--- src/irclim_pkg.sv ---
// ---------------------------------------------------------------------------
// irclim_pkg
// Types, codes, defaults and helper functions of the IR climate transmitter.
// ---------------------------------------------------------------------------
package irclim_pkg;

    localparam int FRAME_BYTES_DEF = 6;
    localparam int REPEATS_DEF     = 2;
    localparam int CORE_BYTES      = 6;

    // Input kinds carried on tuser
    localparam logic OP_TICK = 1'b0;
    localparam logic OP_SEND = 1'b1;

    // Segment phases
    localparam logic [2:0] PH_IDLE   = 3'd0;
    localparam logic [2:0] PH_HMARK  = 3'd1;
    localparam logic [2:0] PH_HSPACE = 3'd2;
    localparam logic [2:0] PH_BMARK  = 3'd3;
    localparam logic [2:0] PH_BSPACE = 3'd4;
    localparam logic [2:0] PH_FMARK  = 3'd5;
    localparam logic [2:0] PH_GAP    = 3'd6;

    // Configuration register indexes
    localparam int CFG_ADDR_W = 3;
    localparam logic [CFG_ADDR_W-1:0] REG_HDR_MARK  = 3'd0;
    localparam logic [CFG_ADDR_W-1:0] REG_HDR_SPACE = 3'd1;
    localparam logic [CFG_ADDR_W-1:0] REG_BIT_MARK  = 3'd2;
    localparam logic [CFG_ADDR_W-1:0] REG_ONE_SPACE = 3'd3;
    localparam logic [CFG_ADDR_W-1:0] REG_ZERO_SPC  = 3'd4;
    localparam logic [CFG_ADDR_W-1:0] REG_GAP       = 3'd5;
    localparam logic [CFG_ADDR_W-1:0] REG_ADDRESS   = 3'd6;

    // Register reset values
    localparam logic [7:0] HDR_MARK_RST  = 8'd56;
    localparam logic [7:0] HDR_SPACE_RST = 8'd56;
    localparam logic [7:0] BIT_MARK_RST  = 8'd7;
    localparam logic [7:0] ONE_SPACE_RST = 8'd21;
    localparam logic [7:0] ZERO_SPC_RST  = 8'd7;
    localparam logic [7:0] GAP_RST       = 8'd70;
    localparam logic [7:0] ADDRESS_RST   = 8'hB2;

    // Frame constants
    localparam logic [4:0] FAN_LOW_RST     = 5'h1F;
    localparam logic [4:0] FAN_LOW_OFF     = 5'h1B;
    localparam logic [7:0] OFF_FAN_BYTE    = 8'h7B;
    localparam logic [7:0] OFF_TEMP_BYTE   = 8'hE0;
    localparam logic [7:0] TEMP_MIN        = 8'd17;
    localparam logic [7:0] TEMP_MAX        = 8'd30;
    localparam logic [7:0] PAD_EVEN_BYTE   = 8'h00;
    localparam logic [7:0] PAD_ODD_BYTE    = 8'hFF;

    localparam logic [3:0] TEMP_CODE_TAB [0:13] = '{
        4'd0, 4'd1, 4'd3, 4'd2, 4'd6, 4'd7, 4'd5,
        4'd4, 4'd12, 4'd13, 4'd9, 4'd8, 4'd10, 4'd11
    };

    typedef struct packed {
        logic       power_on;
        logic [1:0] mode;
        logic [2:0] fan_speed;
        logic [7:0] temperature;
    } t_frame_req;

    typedef struct packed {
        logic ir_on;
        logic busy_res;
        logic frame_done;
        logic rejected;
    } t_result;

    // Clamp to the supported range and map to the code table
    function automatic logic [3:0] temp_code(input logic [7:0] t);
        logic [7:0] tc;
        logic [3:0] idx;
        tc = t;
        if (tc < TEMP_MIN) tc = TEMP_MIN;
        if (tc > TEMP_MAX) tc = TEMP_MAX;
        idx = 4'(tc - TEMP_MIN);
        return TEMP_CODE_TAB[idx];
    endfunction

    // A programmed length of zero lasts one tick
    function automatic logic [7:0] seg_len(input logic [7:0] v);
        return (v == 8'd0) ? 8'd1 : v;
    endfunction

endpackage

--- src/irclim_frame_build.sv ---
// ---------------------------------------------------------------------------
// irclim_frame_build
// Assembles the command frame (byte 0 in the top bits) from one send request.
// ---------------------------------------------------------------------------
module irclim_frame_build import irclim_pkg::*; #(
    parameter int FRAME_BYTES = FRAME_BYTES_DEF
) (
    input  t_frame_req                 i_req,
    input  logic [7:0]                 i_address,
    input  logic [4:0]                 i_fan_low,
    output logic [FRAME_BYTES*8-1:0]   o_frame,
    output logic [4:0]                 o_fan_low
);

    logic [7:0] w_core [CORE_BYTES];

    always_comb begin
        w_core[0] = i_address;
        if (i_req.power_on) begin
            w_core[2] = {i_req.fan_speed, i_fan_low};
            w_core[4] = {temp_code(i_req.temperature), i_req.mode, 2'b00};
            o_fan_low = i_fan_low;
        end else begin
            w_core[2] = OFF_FAN_BYTE;
            w_core[4] = OFF_TEMP_BYTE;
            o_fan_low = FAN_LOW_OFF;
        end
        w_core[1] = ~w_core[0];
        w_core[3] = ~w_core[2];
        w_core[5] = ~w_core[4];
    end

    for (genvar gi = 0; gi < FRAME_BYTES; gi++) begin : g_byte
        if (gi < CORE_BYTES) begin : g_core
            assign o_frame[(FRAME_BYTES-1-gi)*8 +: 8] = w_core[gi];
        end else begin : g_pad
            assign o_frame[(FRAME_BYTES-1-gi)*8 +: 8] =
                (gi % 2 == 1) ? PAD_ODD_BYTE : PAD_EVEN_BYTE;
        end
    end

endmodule

--- src/ir_climate_frame_transmitter_core.sv ---
// ---------------------------------------------------------------------------
// ir_climate_frame_transmitter_core
// Pulse-distance IR climate command transmitter, one tick per input transfer.
// ---------------------------------------------------------------------------
// Each input transfer is either a timing tick (tuser = 0) or a send request
// (tuser = 1) and yields exactly one result transfer. A request while idle
// builds a FRAME_BYTES-byte frame (address, fan byte, temperature/mode byte,
// each followed by its complement) and starts the header mark; a request
// while busy is dropped and flagged as rejected. Ticks then walk the frame
// REPEATS times: header mark, header space, every bit MSB first as a bit mark
// plus a one- or zero-space, footer mark and gap. The result reports the LED
// envelope level for the coming tick, busy, frame done (on the tick that ends
// the last gap, in tlast) and rejected. On each transfer the segment counter,
// bit counter and rotating frame register update in the accept cycle and
// the result lands in an output register backed by a skid register, so a
// new transfer is taken every cycle while the skid register is empty, and
// one more while a result waits downstream. Segment lengths are latched as
// each segment starts and the address byte at the request; a length of zero
// lasts one tick. Write configuration only while idle.
module ir_climate_frame_transmitter_core import irclim_pkg::*; #(
    parameter int FRAME_BYTES = FRAME_BYTES_DEF,
    parameter int REPEATS     = REPEATS_DEF
) (
    input  logic                  i_clk,
    input  logic                  i_rst_n,
    // Configuration write port
    input  logic                  i_cfg_we,
    input  logic [CFG_ADDR_W-1:0] i_cfg_addr,
    input  logic [7:0]            i_cfg_wdata,
    // Input stream
    input  logic                  s_axis_tvalid,
    output logic                  s_axis_tready,
    // [0] power_on, [2:1] mode, [5:3] fan_speed, [13:6] temperature, [15:14] zero
    input  logic [15:0]           s_axis_tdata,
    // [0] opcode: 0 tick, 1 send request
    input  logic                  s_axis_tuser,
    // Result stream
    output logic                  m_axis_tvalid,
    input  logic                  m_axis_tready,
    // [0] ir_on, [1] busy_res, [2] rejected, [7:3] zero
    output logic [7:0]            m_axis_tdata,
    // frame_done
    output logic                  m_axis_tlast
);

    localparam int TOTAL_BITS = FRAME_BYTES * 8;
    localparam int BITS_W     = $clog2(TOTAL_BITS + 1);
    localparam int REP_W      = $clog2(REPEATS + 1);
    localparam logic [BITS_W-1:0] BITS_FULL = BITS_W'(TOTAL_BITS);
    localparam logic [REP_W-1:0]  REP_LAST  = REP_W'(REPEATS - 1);

    // Configuration registers
    logic [7:0] r_hdr_mark, r_hdr_space, r_bit_mark, r_one_space;
    logic [7:0] r_zero_space, r_gap, r_address;

    // Transmit state
    logic [TOTAL_BITS-1:0] r_frame, n_frame;
    logic [4:0]            r_fan_low, n_fan_low;
    logic [2:0]            r_phase, n_phase;
    logic [7:0]            r_count, n_count;
    logic [BITS_W-1:0]     r_bits, n_bits;
    logic [REP_W-1:0]      r_rep, n_rep;

    // Output register and skid register
    t_result r_out, r_skid, n_res;
    logic    r_out_valid, r_skid_valid;

    t_frame_req            w_req;
    logic [TOTAL_BITS-1:0] w_new_frame;
    logic [4:0]            w_new_fan_low;
    logic                  w_in_xfer, w_out_xfer;
    logic [7:0]            w_count_dec;
    logic [BITS_W-1:0]     w_bits_dec;
    logic                  w_top_bit;

    assign w_req = '{
        power_on:    s_axis_tdata[0],
        mode:        s_axis_tdata[2:1],
        fan_speed:   s_axis_tdata[5:3],
        temperature: s_axis_tdata[13:6]
    };

    irclim_frame_build #(
        .FRAME_BYTES (FRAME_BYTES)
    ) u_frame_build (
        .i_req     (w_req),
        .i_address (r_address),
        .i_fan_low (r_fan_low),
        .o_frame   (w_new_frame),
        .o_fan_low (w_new_fan_low)
    );

    // Hold off input only when both result slots are full
    assign s_axis_tready = !r_skid_valid;
    assign w_in_xfer     = s_axis_tvalid && s_axis_tready;
    assign w_out_xfer    = r_out_valid && m_axis_tready;

    assign w_top_bit   = r_frame[TOTAL_BITS-1];
    assign w_count_dec = (r_count != 8'd0) ? r_count - 8'd1 : 8'd0;
    assign w_bits_dec  = (r_bits != '0) ? r_bits - BITS_W'(1) : '0;

    // Next state and result for one transfer
    always_comb begin
        n_frame   = r_frame;
        n_fan_low = r_fan_low;
        n_phase   = r_phase;
        n_count   = r_count;
        n_bits    = r_bits;
        n_rep     = r_rep;
        n_res     = '0;

        if (s_axis_tuser == OP_SEND) begin
            if (r_phase != PH_IDLE) begin
                // drop the request, nothing moves
                n_res.rejected = 1'b1;
            end else begin
                n_frame   = w_new_frame;
                n_fan_low = w_new_fan_low;
                n_phase   = PH_HMARK;
                n_count   = seg_len(r_hdr_mark);
                n_bits    = BITS_FULL;
                n_rep     = '0;
            end
        end else if (r_phase != PH_IDLE) begin
            n_count = w_count_dec;
            if (w_count_dec == 8'd0) begin
                // segment over: advance to the next one
                unique case (r_phase)
                    PH_HMARK: begin
                        n_phase = PH_HSPACE;
                        n_count = seg_len(r_hdr_space);
                    end
                    PH_HSPACE: begin
                        n_phase = PH_BMARK;
                        n_count = seg_len(r_bit_mark);
                    end
                    PH_BMARK: begin
                        n_phase = PH_BSPACE;
                        n_count = seg_len(w_top_bit ? r_one_space : r_zero_space);
                    end
                    PH_BSPACE: begin
                        // rotate so the frame is intact again for the repeat
                        n_frame = {r_frame[TOTAL_BITS-2:0], w_top_bit};
                        n_bits  = w_bits_dec;
                        n_phase = (w_bits_dec != '0) ? PH_BMARK : PH_FMARK;
                        n_count = seg_len(r_bit_mark);
                    end
                    PH_FMARK: begin
                        n_phase = PH_GAP;
                        n_count = seg_len(r_gap);
                    end
                    PH_GAP: begin
                        if (r_rep != REP_LAST) begin
                            n_rep   = r_rep + REP_W'(1);
                            n_phase = PH_HMARK;
                            n_count = seg_len(r_hdr_mark);
                            n_bits  = BITS_FULL;
                        end else begin
                            n_phase          = PH_IDLE;
                            n_count          = 8'd0;
                            n_bits           = '0;
                            n_rep            = '0;
                            n_res.frame_done = 1'b1;
                        end
                    end
                    default: begin
                        n_phase          = PH_IDLE;
                        n_count          = 8'd0;
                        n_bits           = '0;
                        n_rep            = '0;
                        n_res.frame_done = 1'b1;
                    end
                endcase
            end
        end

        n_res.ir_on    = (n_phase == PH_HMARK) || (n_phase == PH_BMARK) ||
                         (n_phase == PH_FMARK);
        n_res.busy_res = (n_phase != PH_IDLE);
    end

    // Configuration registers
    always_ff @(posedge i_clk) begin
        if (!i_rst_n) begin
            r_hdr_mark   <= HDR_MARK_RST;
            r_hdr_space  <= HDR_SPACE_RST;
            r_bit_mark   <= BIT_MARK_RST;
            r_one_space  <= ONE_SPACE_RST;
            r_zero_space <= ZERO_SPC_RST;
            r_gap        <= GAP_RST;
            r_address    <= ADDRESS_RST;
        end else if (i_cfg_we) begin
            unique case (i_cfg_addr)
                REG_HDR_MARK:  r_hdr_mark   <= i_cfg_wdata;
                REG_HDR_SPACE: r_hdr_space  <= i_cfg_wdata;
                REG_BIT_MARK:  r_bit_mark   <= i_cfg_wdata;
                REG_ONE_SPACE: r_one_space  <= i_cfg_wdata;
                REG_ZERO_SPC:  r_zero_space <= i_cfg_wdata;
                REG_GAP:       r_gap        <= i_cfg_wdata;
                REG_ADDRESS:   r_address    <= i_cfg_wdata;
                default: ;
            endcase
        end
    end

    // Transmit state, advanced once per accepted transfer
    always_ff @(posedge i_clk) begin
        if (!i_rst_n) begin
            r_frame   <= '0;
            r_fan_low <= FAN_LOW_RST;
            r_phase   <= PH_IDLE;
            r_count   <= 8'd0;
            r_bits    <= '0;
            r_rep     <= '0;
        end else if (w_in_xfer) begin
            r_frame   <= n_frame;
            r_fan_low <= n_fan_low;
            r_phase   <= n_phase;
            r_count   <= n_count;
            r_bits    <= n_bits;
            r_rep     <= n_rep;
        end
    end

    // Result valid flags: output register first, skid catches a stalled one
    always_ff @(posedge i_clk) begin
        if (!i_rst_n) begin
            r_out_valid  <= 1'b0;
            r_skid_valid <= 1'b0;
        end else begin
            if (r_skid_valid) begin
                if (w_out_xfer) begin
                    r_skid_valid <= 1'b0;
                end
            end else if (w_in_xfer) begin
                if (r_out_valid && !m_axis_tready) begin
                    r_skid_valid <= 1'b1;
                end else begin
                    r_out_valid <= 1'b1;
                end
            end else if (w_out_xfer) begin
                r_out_valid <= 1'b0;
            end
        end
    end

    // Result payload
    always_ff @(posedge i_clk) begin
        if (r_skid_valid) begin
            if (w_out_xfer) begin
                r_out <= r_skid;
            end
        end else if (w_in_xfer) begin
            if (r_out_valid && !m_axis_tready) begin
                r_skid <= n_res;
            end else begin
                r_out <= n_res;
            end
        end
    end

    assign m_axis_tvalid = r_out_valid;
    assign m_axis_tdata  = {5'd0, r_out.rejected, r_out.busy_res, r_out.ir_on};
    assign m_axis_tlast  = r_out.frame_done;

endmodule

--- config.mk ---
export PLATFORM = sky130hd
export DESIGN_NAME = ir_climate_frame_transmitter_core
export DESIGN_NICKNAME = d
export VERILOG_FILES = /design/src/irclim_pkg.sv /design/src/irclim_frame_build.sv /design/src/ir_climate_frame_transmitter_core.sv
export SDC_FILE = /design/constraint.sdc
export NUM_CORES = 1
export LEC_CHECK = 0
export ABC_AREA = 1
export CORE_ASPECT_RATIO = 1.4
export CORE_MARGIN = 2
export CORE_UTILIZATION = 55
export CTS_BUF_LIST = sky130_fd_sc_hd__clkbuf_16
export CTS_CLUSTER_DIAMETER = 100
export DETAILED_ROUTE_END_ITERATION = 10
export DONT_BUFFER_PORTS = 1
export PLACE_DENSITY = 0.7
export REMOVE_ABC_BUFFERS = 1
export SYNTH_ARGS = -nofsm -noshare
export SYNTH_HDL_FRONTEND = slang
export SYNTH_SLANG_ARGS = --single-unit
--- constraint.sdc ---
create_clock -name i_clk -period 3.8 [get_ports i_clk]
set_clock_uncertainty 0.05 [all_clocks]
set_input_delay 0.38 -clock i_clk [delete_from_list [all_inputs] [get_ports i_clk]]
set_output_delay 0.38 -clock i_clk [all_outputs]
set_load 0.01 [all_outputs]
* Yosys cells after proc, flatten, opt, wreduce, memory -nomap -nowiden *
Memories as Yosys holds them, arrays and structs flattened.
Cells that the tools add are included.

operators by class
  add/subtract/negate cells = 4
  eq/ne operators = 22
  reductions and logical operators = 42
  multiplexer cells = 64
  $lt $le $gt $ge = 3
  bitwise operators = 7

operator list
  operator                                                                          number
  48-bit 2-to-1 mux                                                                 5
  8-bit 2-to-1 mux                                                                  16
  8-bit logical NOT                                                                 6
  8-bit case mux with 5 select lines                                                1
  6-bit 2-to-1 mux                                                                  6
  4-bit 2-to-1 mux                                                                  8
  8-bit NOT                                                                         3
  3-bit == test (second input constant)                                             7
  3-bit case mux with 6 select lines                                                1
  6-bit case mux with 3 select lines                                                1
  3-bit by 2-bit == test with 1-bit output (second input constant)                  5
  3-bit 2-to-1 mux                                                                  5
  5-bit AND reduction                                                               3
  1-bit 2-to-1 mux                                                                  14
  2-bit AND reduction                                                               7
  3-bit AND reduction                                                               4
  6-bit nonzero test                                                                2
  2-bit 2-to-1 mux                                                                  5
  2-bit nonzero test                                                                5
  3-bit by 1-bit == test with 1-bit output (second input constant)                  3
  8-bit by 5-bit greater-than comparator with 1-bit output (second input constant)  1
  8-bit by 5-bit less-than comparator with 1-bit output (second input constant)     1
  2-bit by 1-bit != test with 1-bit output (second input constant)                  4
  8-bit nonzero test                                                                1
  other kinds (19)                                                                  28

storage, ports and cells
  register bits after elaboration = 134
  memories = 1
  bits of input ports = 33
  memory bits (read-only) = 64
  logic and storage cells = 166
  output and inout port bits = 11

memories
  name             depth  width  rd ports  clocked after Yosys merged registers in  wr ports  RTL line          text
  (no name shown)  16     4      1         0                                        0         irclim_pkg.sv:80  return TEMP_CODE_TAB[idx];

* Depth between registers and ports, before layout *
  word-level depth = 15
  mapped depth = 19
  mapped depth without buffers = 19

* Hierarchy *
From an unflattened synthesis, not the netlist that was laid out.

unflattened totals
  cells, all modules = 1079
  area total of the unflattened synthesis = 7492.2 sq um

modules (own cells, without submodules)
  module                             cells an instance  area each (sq um)  seq. area each (sq um)  times used
  ir_climate_frame_transmitter_core  982                6980.4             2842.7                  1
  irclim_frame_build                 97                 511.7              0.0                     1

* Least setup slack after synthesis *
OpenSTA, ideal clock, no wires.

  path kind = input to register
  from = in s_axis_tdata[13]
  to = reg r_frame[13]
  buffers on the path = 0
  arrival time = 2177 ps
  required time = 3680 ps
  library setup time = 70 ps
  stages = 14
  slack = 1503 ps
  path through = nor3_1 -> nand2_1 -> nand2_1 -> o21ai_0 -> nor2_1 -> inv_1 -> ha_1 -> xor2_1 -> inv_1 -> ha_1 -> nand2_1 -> nand3_1 -> o21ai_0 -> a21oi_1

on the way
  cells in the longest elaborated chain, start to end = 14

ends and longest elaborated chain
  element                                                   RTL line                                  text
  start: declaration                                        ir_climate_frame_transmitter_core.sv:34   input logic [15:0] s_axis_tdata,
  8-bit by 5-bit less-than comparator with 1-bit output     irclim_pkg.sv:77                          if (tc < TEMP_MIN) tc = TEMP_MIN;
  8-bit 2-to-1 mux (*)                                      irclim_pkg.sv:77
  8-bit 2-to-1 mux (*)                                      irclim_frame_build.sv:19                  if (i_req.power_on) begin
  8-bit by 5-bit greater-than comparator with 1-bit output  irclim_pkg.sv:78                          if (tc > TEMP_MAX) tc = TEMP_MAX;
  4-bit 2-to-1 mux (*)                                      irclim_pkg.sv:78
  4-bit 2-to-1 mux (*)                                      irclim_frame_build.sv:19
  4-bit by 1-bit subtractor with 4-bit output (*)           irclim_pkg.sv:79                          idx = 4'(tc - TEMP_MIN);
  4-bit NOT with 5-bit output (implied by the code) (*)     irclim_pkg.sv:80
  memory 16 x 4 bit (*)                                     -
  4-bit 2-to-1 mux (implied by the code) (*) (2 in series)  irclim_pkg.sv:80
  8-bit 2-to-1 mux (*)                                      irclim_frame_build.sv:19
  48-bit 2-to-1 mux (*)                                     ir_climate_frame_transmitter_core.sv:113  if (r_phase != PH_IDLE) begin
  48-bit 2-to-1 mux (*)                                     ir_climate_frame_transmitter_core.sv:112  if (s_axis_tuser == OP_SEND) begin
  end signal: assignment                                    ir_climate_frame_transmitter_core.sv:216  r_frame <= n_frame;
  end: declaration                                          ir_climate_frame_transmitter_core.sv:57   logic [TOTAL_BITS-1:0] r_frame, n_frame;

Mark *: on every way between the ends. The rest lies on a longest branch, timed or not. The select of a mux whose other input is x is not followed.
A chain may end at the register's enable or synchronous reset.

* Worst setup path in the final report *
  from = reg r_count[0]
  to = reg r_frame[23]

on the way
  cells in the longest elaborated chain, start to end = 5
  elaborated cells between the ends (all ways) = 6
  those cells by class = add/sub: 1; mux: 1; reduce/logical: 4

ends and longest elaborated chain
  element                                                                                   RTL line                                  text
  start: declaration                                                                        ir_climate_frame_transmitter_core.sv:60   logic [7:0] r_count, n_count;
  start signal: assignment                                                                  ir_climate_frame_transmitter_core.sv:219  r_count <= n_count;
  8-bit by 1-bit subtractor with 8-bit output / 8-bit nonzero test (equally long branches)  ir_climate_frame_transmitter_core.sv:99   assign w_count_dec = (r_count != 8'd0) ? r_count - 8'd1 : 8'd0;
  8-bit 2-to-1 mux (*)                                                                      ir_climate_frame_transmitter_core.sv:99
  8-bit logical NOT (*)                                                                     ir_climate_frame_transmitter_core.sv:126  if (w_count_dec == 8'd0) begin
  2-bit nonzero test (no source line) (*)                                                   -
  5-bit AND reduction (no source line) (*)                                                  -

Mark *: on every way between the ends. The rest lies on a longest branch, timed or not.

==> run summary <==
The initial antenna violation count is 0. The run gives 420 ps as the clock latency on the worst-skew pair. Dividing the detail-routed via count by the number of cells gives 5.46. For the fraction of the yosys area taken by sequential cells, the log shows 41.1%. Number of nets in the final layout: 991. The clock passes through at most 2 buffers. Yosys attributes the largest share of cell area to dfxtp_1 37%, nand2_1 11%, a21oi_1 8.1%, o21ai_0 7.4%, inv_1 6.5%. In this run, the number of DRC markers left after iteration 0 of detailed routing was 358.

The tools report the site row count as 47. For this run, the leading register cell type out of synthesis is dfxtp_1. The number of unique standard cell types used by synthesis came out at 47. The worst setup path is launched from a flip-flop. For the number of clock buffers inserted by TritonCTS, the log shows 17. For the area of the mapped netlist, the log shows 6730 µm².

Setup repair after global routing left no endpoint under its margin. For this run the aggregate overflow at the end of global routing stands at 0. After floorplanning, the core was sized to cover 11,900 µm². The dominant cell by count in the synthesized netlist is nand2_1. TritonCTS built the clock tree. The first detailed-routing pass took 5 iterations. In this run the horizontal extent of the chip is 97.5 µm. Dividing the detail-routed wire length by the instance count gives 14.1 µm.

The quantity of I/O buffers inserted on ports was 0. Of all flip-flops after synthesis, the portion carrying an async set or reset was 0%. The tools report the number of hold-slack violations in the final timing report as 0. The count of unresolved DRC violations after routing is 0, and the number of enable-type register cells in the synthesized netlist is 8. Routability-driven placement finished with a final weighted congestion of 0.872. The detailed-route wire length is 15,700 µm. The maximum vdd ir drop is 0.335 mV. For this configuration, the core starts out at a cell density of 56.6%. Headroom to the max-slew limit came out at 39.0%. The clock slew seen by the registers of the worst setup and hold paths works out to 60 ps.

Summed over all instances, the cell type with the most area after synthesis is dfxtp_1. The placed instances occupy a cell area of 6700 µm². The H-tree was split into 4 levels.

Based on the critical path, the design can be clocked at up to 0.383 GHz. Largest incremental delay on the critical path: 320 ps. The antenna diode count was 0; the design area was 7320 µm².

The count of synthesis-stage warnings from yosys is 0. Tracing the worst setup path back leads to its startpoint at r_count[0]. The die covers 13,100 µm².

Dividing the synthesized area by the synthesized cell count gives 6.94 µm². Broken down by cell family, the worst path's largest delay share belongs to simple AND/OR/NAND/NOR gates. The global-route wire length before repair came out at 25,800 µm. The tools report the detailed-placement wirelength estimate as 10,400 µm. The area share of the largest cell type after synthesis works out to 37.5%. The slew at the pin closest to its max-slew limit came out at 909 ps. Walking the worst path, the cells encountered are inv_1 > ha_1 > nand2_1 > nor2_2 > nand2_2 > nand3_1 > nand2_1 > nor2_4 > inv_2 > nor2_4 > nor2_1 > nor3_2 > buf_4 > o21ai_1 > a21oi_1. For this design the ratio of total power to cell area is 514 nW/µm².

Data on the critical path is required at its endpoint by 4070 ps. The total setup violations reported at the end of the flow came out at 0. Element type at the critical path end: a flip-flop. The run finished with clean final reports. The portion of the clock cycle consumed by the worst path in the final layout came out at 68.7%.

The die is 135 µm tall. At the worst endpoint, the arrival time is 2890 ps. The number of nets with antenna violations after detailed routing was 0.

The classification of the worst setup path was flip-flop to flip-flop. The highest fanout seen on the critical path was 29; the number of vias after detailed routing was 6,075. Fill cells in the final layout number 1,145. Counting every instance in the synthesized netlist gives 969. Counting both buffers and inverters, the worst setup path holds a total of 3. In this run the static leakage power is 0.00311 µW. Cells fill 61.6% of the core in the end. The slowest stage of the critical path is the dfxtp_1 cell. The number of slew-limit violations in the final report is 0, and the signed area change from the synthesized netlist to the final layout is 8.80%. In this run the critical register-to-register path is launched from r_count[0]. Counting flops and latches in the post-synthesis netlist gives 134. Max-cap violations in this run came to 0. The combined global-route utilization of all metal layers is 23.9%, and the largest net degree at the start of global routing is 101. The number of top-level pins is 44, and the total number of clock tree sinks is 134.

The clock period could shrink to 2610 ps. The tree is rooted in a clkbuf_16. For the number of global-route vias before repair, the log shows 5,473. The worst hold path belongs to the class input pin to flip-flop.

The worst hold path begins at i_rst_n. By count the netlist is led by 194 x nand2_1, 126 x dfxtp_1, 117 x inv_1. For the setup TNS after final layout, the log shows 0 ps. The share of post-route cells with drive strength above 1 is 7.36%.
## stage by stage
step / hold WS [ps] / total power, µW / setup WS [ps] / instances
after floorplan: 373 / 2020 / 1030 / 928
after global placement: 385 / 2120 / 1230 / 1078
after detailed placement: 391 / 2130 / 1190 / 1078
after CTS: 2.34 / 3770 / 1190 / 1110
after global routing: 20.0 / 3930 / 881 / 1112
final: 12.5 / 3760 / 1190 / 1112
## worst register-to-register path: cells and delay by family (launching register included)
kind,cells,cell delay (ps)
AND/OR/NAND/NOR,9,1170
buffers and inverters,3,510
AO/OA/AOI/OAI,2,280
flip-flops,1,320
adder cells (fa/ha/maj),1,210
## cells by family after synthesis
kind of cell / after synthesis / share of synthesized area (%)
buf+inv: 171 / 10.7
other cells: 1 / 0.0557
compound gates: 261 / 21.5
simple gates: 393 / 25.1
xor+xnor: 2 / 0.260
flops: 134 / 41.1
mux: 1 / 0.149
fa+ha+maj: 6 / 1.12
## layout by cell type, fill, tap and decap left out, types with 7 or more instances in the layout
cell / Yosys / layout
a21oi_1: 109 / 109
clkbuf_16: 0 / 17
dfxtp_1: 126 / 126
edfxtp_1: 8 / 8
inv_1: 117 / 117
nand2_1: 194 / 194
nand3_1: 58 / 58
nand4_1: 8 / 8
nor2_1: 108 / 108
nor3_2: 7 / 7
o211ai_1: 11 / 11
o21ai_0: 99 / 99
o21bai_1: 8 / 8
## final timing paths
path / depth (start not counted) / end / slack (ps)
worst max-delay path: 15 / r_frame[23] / 1190
worst min-delay path: 1 / r_address[4] / 10
worst max register to register: 15 / r_frame[23] / 1190
worst min register to register: 2 / r_frame[37] / 400
## layout make-up
cell class | count | area (µm²) | area share (%)
Tap cell | 147 | 184 | 2.51
Multi-Input combinational cell | 668 | 3260 | 44.6
Clock buffer | 17 | 425 | 5.81
Sequential cell | 134 | 2760 | 37.7
Clock inverter | 15 | 171 | 2.34
Timing Repair Buffer | 5 | 42.5 | 0.581
Inverter | 126 | 473 | 6.46
## metal layers
| layer | track usage, % | vias up | routed length, µm |
|---|---|---|---|
| met5 | 0 | - | 0 |
| met2 | 42.5 | 156 | 7890 |
| met3 | 5.07 | 38 | 697 |
| met1 | 28.3 | 2747 | 6680 |
| met4 | 9.26 | 0 | 442 |
| li1 | - | 3134 | - |
## sequential cells by signal (all words and copies together), names as in the netlist
name           count
m_axis_tdata       3
m_axis_tlast       1
m_axis_tvalid      1
r_address          8
r_bit_mark         8
r_bits             6
r_count            8
r_fan_low          1
r_frame           48
r_gap              8
r_hdr_mark         8
r_hdr_space        8
r_one_space        8
r_phase            3
r_rep              2
r_skid             4
r_skid_valid       1
r_zero_space       8
## report_power, final
group | total (µW) | switching (µW) | internal (µW)
clock | 1650 | 668 | 982
sequential | 1540 | 48.5 | 1500
combinational | 568 | 377 | 191
## timing repair
| item | CTS | global route |
|---|---|---|
| buffers inserted | 0 | 0 |
| hold buffers | 0 | 2 |
| endpoints found under the hold margin | 0 | 1 |
| gates resized for setup | 0 | 0 |
(Power assumes the default switching activity.)
